`src/rtl/hfd_pkg.sv`:
```
// shared types, constants and the hex digit decode for the hex frame descrambler
// no dependencies; imported by every module of the block
package hfd_pkg;

  localparam logic [7:0] CH_ZERO    = 8'h30;  // '0'
  localparam logic [7:0] CH_NINE    = 8'h39;  // '9'
  localparam logic [7:0] CH_LOWER_A = 8'h61;  // 'a'
  localparam logic [7:0] CH_LOWER_F = 8'h66;  // 'f'
  localparam logic [7:0] FIRST_MASK = 8'h43;

  localparam logic [15:0] HEADER_CHARS = 16'd4;
  localparam logic [15:0] CAP_RESET    = 16'hFFFF;

  localparam logic [1:0] ST_OK         = 2'd0;
  localparam logic [1:0] ST_SHORT_HDR  = 2'd1;
  localparam logic [1:0] ST_OVER_CAP   = 2'd2;
  localparam logic [1:0] ST_SHORT_TEXT = 2'd3;

  typedef struct packed {
    logic [7:0]  ch;
    logic        first;
    logic [15:0] text_length;
  } hfd_in_t;

  typedef struct packed {
    logic        is_data;
    logic [7:0]  data_byte;
    logic        last;
    logic [15:0] result_length;
    logic [1:0]  status;
  } hfd_out_t;

  // anything outside 0-9 and a-f decodes to zero
  function automatic logic [3:0] hex_nibble(input logic [7:0] c);
    logic [7:0] v;
    v = 8'd0;
    if (c >= CH_ZERO && c <= CH_NINE) begin
      v = c - CH_ZERO;
    end else if (c >= CH_LOWER_A && c <= CH_LOWER_F) begin
      v = c - CH_LOWER_A + 8'd10;
    end
    return v[3:0];
  endfunction

endpackage

```
`src/rtl/hfd_engine.sv`:
```
// frame parser and descrambler state: header count, seed, previous cipher byte
// depends on hfd_pkg; result is combinational from the held state and one character
module hfd_engine (
  input  logic              clk,
  input  logic              rst_n,
  input  logic              step,
  input  hfd_pkg::hfd_in_t  item,
  input  logic [15:0]       capacity,
  output logic              emit,
  output hfd_pkg::hfd_out_t res
);
  import hfd_pkg::*;

  typedef enum logic [1:0] {PH_IDLE, PH_HEADER, PH_BODY} phase_t;

  phase_t      phase_r, phase_nxt;
  logic [15:0] header_value_r, header_value_nxt;
  logic [1:0]  char_count_r, char_count_nxt;
  logic [15:0] bytes_left_r, bytes_left_nxt;
  logic [3:0]  high_nibble_r, high_nibble_nxt;
  logic        nibble_phase_r, nibble_phase_nxt;
  logic [7:0]  seed_byte_r, seed_byte_nxt;
  logic [7:0]  prev_cipher_r, prev_cipher_nxt;
  logic [15:0] text_len_held_r, text_len_held_nxt;
  logic        first_pending_r, first_pending_nxt;

  logic [3:0]  d;
  logic [15:0] hv;
  logic [14:0] avail;
  logic [7:0]  cbyte;
  logic [15:0] bl_dec;

  always_comb begin
    d                 = hex_nibble(item.ch);
    hv                = 16'd0;
    avail             = 15'd0;
    cbyte             = 8'd0;
    bl_dec            = 16'd0;
    emit              = 1'b0;
    res               = '0;
    phase_nxt         = phase_r;
    header_value_nxt  = header_value_r;
    char_count_nxt    = char_count_r;
    bytes_left_nxt    = bytes_left_r;
    high_nibble_nxt   = high_nibble_r;
    nibble_phase_nxt  = nibble_phase_r;
    seed_byte_nxt     = seed_byte_r;
    prev_cipher_nxt   = prev_cipher_r;
    text_len_held_nxt = text_len_held_r;
    first_pending_nxt = first_pending_r;

    // start of message aborts whatever was in progress
    if (item.first) begin
      text_len_held_nxt = item.text_length;
      header_value_nxt  = 16'd0;
      char_count_nxt    = 2'd0;
      bytes_left_nxt    = 16'd0;
      nibble_phase_nxt  = 1'b0;
      high_nibble_nxt   = 4'd0;
      first_pending_nxt = 1'b0;
      if (item.text_length < HEADER_CHARS) begin
        phase_nxt  = PH_IDLE;
        emit       = 1'b1;
        res.last   = 1'b1;
        res.status = ST_SHORT_HDR;
      end else begin
        phase_nxt = PH_HEADER;
      end
    end

    if (!emit) begin
      case (phase_nxt)
        PH_HEADER: begin
          hv               = {header_value_nxt[11:0], d};
          header_value_nxt = hv;
          avail            = 15'((text_len_held_nxt - HEADER_CHARS) >> 1);
          if (char_count_nxt != 2'd3) begin
            char_count_nxt = char_count_nxt + 2'd1;
          end else begin
            char_count_nxt = 2'd0;
            if (hv > capacity) begin
              emit       = 1'b1;
              res.last   = 1'b1;
              res.status = ST_OVER_CAP;
            end else if (hv > {1'b0, avail}) begin
              emit       = 1'b1;
              res.last   = 1'b1;
              res.status = ST_SHORT_TEXT;
            end else if (hv == 16'd0) begin
              emit       = 1'b1;
              res.last   = 1'b1;
              res.status = ST_OK;
            end else begin
              phase_nxt        = PH_BODY;
              bytes_left_nxt   = hv;
              nibble_phase_nxt = 1'b0;
            end
          end
        end
        PH_BODY: begin
          if (!nibble_phase_nxt) begin
            high_nibble_nxt  = d;
            nibble_phase_nxt = 1'b1;
          end else begin
            nibble_phase_nxt = 1'b0;
            cbyte            = {high_nibble_nxt, d};
            bl_dec           = bytes_left_nxt - 16'd1;
            bytes_left_nxt   = bl_dec;
            if (bytes_left_r == header_value_r) begin
              // seed byte
              seed_byte_nxt     = cbyte;
              prev_cipher_nxt   = cbyte;
              first_pending_nxt = 1'b1;
              if (bl_dec == 16'd0) begin
                emit     = 1'b1;
                res.last = 1'b1;
              end
            end else begin
              emit          = 1'b1;
              res.is_data   = 1'b1;
              res.data_byte = first_pending_nxt ? (cbyte ^ (seed_byte_nxt | FIRST_MASK))
                                                : (cbyte ^ prev_cipher_nxt ^ seed_byte_nxt);
              prev_cipher_nxt   = cbyte;
              first_pending_nxt = 1'b0;
              if (bl_dec == 16'd0) begin
                res.last          = 1'b1;
                res.result_length = header_value_nxt - 16'd1;
              end
            end
          end
        end
        default: ;
      endcase
    end

    if (emit && res.last) begin
      phase_nxt = PH_IDLE;
    end
  end

  always_ff @(posedge clk) begin
    if (!rst_n) begin
      phase_r         <= PH_IDLE;
      header_value_r  <= 16'd0;
      char_count_r    <= 2'd0;
      bytes_left_r    <= 16'd0;
      high_nibble_r   <= 4'd0;
      nibble_phase_r  <= 1'b0;
      seed_byte_r     <= 8'd0;
      prev_cipher_r   <= 8'd0;
      text_len_held_r <= 16'd0;
      first_pending_r <= 1'b0;
    end else if (step) begin
      phase_r         <= phase_nxt;
      header_value_r  <= header_value_nxt;
      char_count_r    <= char_count_nxt;
      bytes_left_r    <= bytes_left_nxt;
      high_nibble_r   <= high_nibble_nxt;
      nibble_phase_r  <= nibble_phase_nxt;
      seed_byte_r     <= seed_byte_nxt;
      prev_cipher_r   <= prev_cipher_nxt;
      text_len_held_r <= text_len_held_nxt;
      first_pending_r <= first_pending_nxt;
    end
  end

endmodule

```
`src/rtl/hex_frame_descrambler_core.sv`:
```
// top level of the hex frame descrambler: input register, engine, result register
// depends on hfd_pkg and hfd_engine
//
// Takes one ASCII character per cycle unless backpressure holds it. A message
// opens with four lower-case hex digits giving a byte count; the digit pairs after
// it are a seed byte followed by scrambled bytes, and each scrambled byte produces
// one plain-byte result. Header errors and the end of a message produce a single
// result flagged last with a status code. A character is processed once it sits in
// the input register and the result register can advance, and its result is
// registered at the end of that cycle; the input register and the result register
// keep one character per cycle flowing under backpressure until both are full. The
// capacity register may only be written while no message character is in flight.
module hex_frame_descrambler_core (
  input  logic              clk,
  input  logic              rst_n,
  input  logic              in_valid,
  output logic              in_ready,
  input  hfd_pkg::hfd_in_t  in_data,
  output logic              out_valid,
  input  logic              out_ready,
  output hfd_pkg::hfd_out_t out_data,
  input  logic              cfg_valid,
  output logic              cfg_ready,
  input  logic [15:0]       cfg_data
);
  import hfd_pkg::*;

  logic        in_valid_r;
  hfd_in_t     in_data_r;
  logic        out_valid_r;
  hfd_out_t    out_data_r;
  logic [15:0] capacity_r;
  logic        advance;
  logic        emit;
  hfd_out_t    res;

  assign advance   = !out_valid_r || out_ready;
  assign in_ready  = !in_valid_r || advance;
  assign cfg_ready = 1'b1;
  assign out_valid = out_valid_r;
  assign out_data  = out_data_r;

  hfd_engine u_engine (
    .clk      (clk),
    .rst_n    (rst_n),
    .step     (in_valid_r && advance),
    .item     (in_data_r),
    .capacity (capacity_r),
    .emit     (emit),
    .res      (res)
  );

  always_ff @(posedge clk) begin
    if (!rst_n) begin
      in_valid_r  <= 1'b0;
      out_valid_r <= 1'b0;
      capacity_r  <= CAP_RESET;
    end else begin
      if (in_ready) begin
        in_valid_r <= in_valid;
      end
      if (advance) begin
        out_valid_r <= in_valid_r && emit;
      end
      if (cfg_valid && cfg_ready) begin
        capacity_r <= cfg_data;
      end
    end
  end

  // payload registers, no reset
  always_ff @(posedge clk) begin
    if (in_ready && in_valid) begin
      in_data_r <= in_data;
    end
    if (advance && in_valid_r && emit) begin
      out_data_r <= res;
    end
  end

endmodule

```
`config.mk`:
```
export PLATFORM = sky130hd
export DESIGN_NAME = hex_frame_descrambler_core
export DESIGN_NICKNAME = d
export VERILOG_FILES = /design/src/rtl/hfd_pkg.sv /design/src/rtl/hfd_engine.sv /design/src/rtl/hex_frame_descrambler_core.sv
export SDC_FILE = /design/constraint.sdc
export NUM_CORES = 1
export LEC_CHECK = 0
export BUFFER_PORTS_ARGS = -buffer_cell sky130_fd_sc_hd__buf_2
export CORE_MARGIN = 2
export CORE_UTILIZATION = 65
export CTS_CLUSTER_SIZE = 25
export DETAILED_ROUTE_END_ITERATION = 8
export GPL_TIMING_DRIVEN = 0
export PLACE_DENSITY_LB_ADDON = 0.05
export REMOVE_ABC_BUFFERS = 1
export SLEW_MARGIN = 20
export SYNTH_ARGS = -nofsm -noshare
export SYNTH_HDL_FRONTEND = slang
export SYNTH_SLANG_ARGS = --single-unit
```
`constraint.sdc`:
```
create_clock -name clk -period 12 [get_ports clk]
set_input_delay 1.2 -clock clk [delete_from_list [all_inputs] [get_ports clk]]
set_output_delay 1.2 -clock clk [all_outputs]
set_load 0.005 [all_outputs]
```
==> run_results.csv <==
group,metric,value,unit
critical_path,cp_slowest_cell,"edfxtp_1",
detailed_routing,drtPass1Iterations,5,
critical_path,end_kind,"flop",
detailed_routing,drtAntennaViolNets,0,
flow_run,cap_violations,0,
critical_path,rr_startpoint,"in_data_r[16]$_DFFE_PP_",
detailed_routing,drc,0,
synth,async_flop_share,0,
timing,fin_tns_setup,0,ns
critical_path,r2r_cells,20,
floorplanning,fp.dieH,118,um
cts,cts.sinks,143,
global_route,overflow,0,
critical_path,crit_family,"compound AO/OA/AOI/OAI gates",
synth,avgSynthCellArea,8.77,um2
timing,skew,0.00502,ns
floorplanning,dieArea,14000,um2
synth,ys_types,81,
critical_path,required,12.14,ns
floorplanning,initial_core_util,0.669,
cts,holdBufCountCts,0,
cells_and_area,nets,1089,
worst_hold_path,min_to,"u_engine.text_len_held_r[1]$_SDFFE_PN0P_",
placed_design,globalplace.congestion,0.956,
timing,tightestPinTransition,1.10,ns
cts,cts-resized-gates,0,
synth,ys_seq_area_frac,0.399,
cells_and_area,drive_gt1_frac,0.142,
floorplanning,io_pins,77,
critical_path,crit_type,"reg2reg",
cells_and_area,multi_input_area,4630,um2
timing,period_share,0.500,
placed_design,port_buffers,74,
synth,netlist_instances,967,
synth,synthTopCellsByArea,"dfxtp_1, edfxtp_1, ha_1",
cells_and_area,nFillCells,945,
power_and_ir_drop,power_density,126,nW/um2
cells_and_area,antennaDiodeCount,0,
detailed_routing,drt_iter0_markers,752,
timing,rsz0062_at_grt,"false",
cts,cts_tree,"yes",
synth,syn_area,8480,um2
global_route,grt_max_degree,69,
detailed_routing,via_per_inst,6.29,
critical_path,r2r_slack,6.00,ns
critical_path,worstPathMaxFanout,20,
cts,clock_latency,0.43,ns
critical_path,cp_num_buf_inv,4,
cts,cts-buffers-inserted,17,
detailed_routing,dr_total_vias,7461,
timing,relSlewSlack,0.264,
synth,synth_top_area_cell,"dfxtp_1",
floorplanning,num_rows,41,
worst_hold_path,hold_depth,2,
cells_and_area,areaGrowthSynthToFinish,11.0,%
cts,htree_levels,4,
global_route,grt_usage,0.305,
worst_hold_path,hold_start,"u_engine.text_len_held_r[1]$_SDFFE_PN0P_",
cells_and_area,seq_area,3380,um2
detailed_routing,wl_per_cell,17.9,um
cts,root_buffer,"clkbuf_16",
critical_path,slowest_delay,0.68,ns
timing,fmax,167,MHz
cts,post_cts_buffers,0,
cts,cts_buffer_depth,2,
placed_design,place_hpwl,14700,um
synth,synth_warnings,0,
cells_and_area,final_cell_mix,"nand2_1, nor2_1, dfxtp_1",
synth,ys_ff_latch,143,
critical_path,cp_cell_sequence,"buf_8, buf_16, buf_8, mux2i_1, ha_1, o21ai_0, or2_2, nor3_1, o21ai_0, xnor2_1, ha_1, nand3_1, nor3_1, o31ai_1, a22oi_2, nor3_1, o21a_1, o21a_1, a21oi_4, buf_16",
synth,ys.flop_type,"dfxtp_1",
critical_path,crit_top_cell,"nor3_1",
power_and_ir_drop,p_leak,0.00396,uW
timing,setup_viol,0,
timing,fin_crit,6.00,ns
critical_path,reg2reg_to,"out_data[11]$_SDFFCE_PP0P_",
cells_and_area,fin_util,0.743,
global_route,grt_pass1_wl,34100,um
detailed_routing,wl,21300,um
cts,cts.clk_slew.worst_paths,0.06,ns
floorplanning,die_w,118,um
global_route,first_global_vias,6926,
timing,drv_slew,0,
cells_and_area,final_common_cell,"nand2_1",
timing,hold_violations,0,
worst_hold_path,hold_class,"reg2reg",
floorplanning,core,12700,um2
power_and_ir_drop,ir_drop,0.130,mV
critical_path,startpoint_type,"flop",
critical_path,arrival,6.14,ns
global_route,antenna_found_initial,0,
synth,yosysTopAreaCellShare,0.215,
run_status,outcome,"complete, no violations",
synth,synth_edf_count,52,
sequential cells by signal, indices dropped and copies added, names as in the netlist:
name and count:
out_data 28, in_data_r 24, capacity_r 16, u_engine.bytes_left_r 16, u_engine.header_value_r 16, u_engine.text_len_held_r 15
u_engine.prev_cipher_r 8, u_engine.seed_byte_r 8, u_engine.high_nibble_r 4, u_engine.char_count_r 2, u_engine.phase_r 2, in_valid_r 1
out_valid 1, u_engine.first_pending_r 1, u_engine.nibble_phase_r 1
routing by layer:
metal	up-vias	track usage	routed length, um
met5	-	0	0
met4	0	0.130	735
met3	60	0.0632	1780
met2	352	0.499	9790
met1	3501	0.393	8950
li1	3548	-	-
cells in the mapped netlist (all sizes together), types with 3 or more instances:
master  count
inv        35
a211oi     12
buf        10
nand2b      8
dfxtp      91
or3         5
clkbuf     53
xor2       29
o31ai       6
mux2i      25
o21a        5
o211ai     20
o22ai       4
nor3       36
a22oi      22
and2        7
o21bai      5
o21ai      38
a21o        6
xnor2      27
nand2     104
edfxtp     52
nor2b      30
ha         41
mux2        6
nor4       16
a31oi       6
nor3b       3
nor2      100
nand4      14
a21oi      85
nand3      20
where the power goes:
part           total (uW)  switching [uW]  internal (uW)
Sequential            531            14.7            516
Clock                 518             218            300
Combinational         136            85.1           50.8
Total                1180             318            867
kinds of logic (layout without fill, tap and decap cells):
logic type      count (synthesis)  after routing  share of synthesized area
other cells                     1              1                   0.000442
flops                         143            143                      0.399
fa+ha+maj                      41             41                     0.0605
compound gates                239            239                      0.184
buf+inv                        98            146                     0.0575
simple gates                  358            358                      0.202
xor+xnor                       56             56                     0.0578
mux                            31             31                     0.0394
worst register-to-register path, stage by stage (launching register included):
cell and delay (ns):
edfxtp_1 0.68, buf_8 0.26, buf_16 0.18, buf_8 0.18
mux2i_1 0.38, ha_1 0.26, o21ai_0 0.14, or2_2 0.36
nor3_1 0.31, o21ai_0 0.19, xnor2_1 0.16, ha_1 0.30
nand3_1 0.10, nor3_1 0.31, o31ai_1 0.14, a22oi_2 0.40
nor3_1 0.19, o21a_1 0.24, o21a_1 0.24, a21oi_4 0.45
buf_16 0.23
per-stage QoR:
step / cells / total power, uW / setup slack, ns / cell area, um2 / hold WS [ns]
4_1_cts: 1187 / 1190 / 6.08 / 9410 / 0.461
3_3_place_gp: 1150 / 667 / 2.08 / 8710 / 0.437
6_report: 1187 / 1180 / 6.00 / 9420 / 0.460
3_5_place_dp: 1155 / 673 / 6.09 / 8830 / 0.451
5_1_grt: 1187 / 1220 / 5.67 / 9420 / 0.481
2_1_floorplan: 904 / 627 / 4.78 / 8130 / 0.429
worst max path at each step:
| stage | from | cells past startpoint | end |
|---|---|---|---|
| after global placement | in_data_r[16]$_DFFE_PP_ | 16 | out_data[3]$_SDFFCE_PP0P_ |
| after detailed placement | in_data_r[16]$_DFFE_PP_ | 20 | out_data[3]$_SDFFCE_PP0P_ |
| after global routing | in_data_r[16]$_DFFE_PP_ | 20 | out_data[11]$_SDFFCE_PP0P_ |
| after CTS | in_data_r[16]$_DFFE_PP_ | 20 | out_data[4]$_SDFFCE_PP0P_ |
| after floorplan | in_data_r[16]$_DFFE_PP_ | 16 | out_data[0]$_SDFFCE_PP1P_ |
| final | in_data_r[16]$_DFFE_PP_ | 20 | out_data[11]$_SDFFCE_PP0P_ |
area by class of cell:
cell class	instances	area share
Multi-Input combinational cell	726	0.492
Timing Repair Buffer	79	0.0500
Inverter	35	0.0145
Clock buffer	18	0.0478
Sequential cell	143	0.359
Clock inverter	14	0.0134
Tap cell	172	0.0229
No activity file was read; power rests on OpenSTA's default activity.
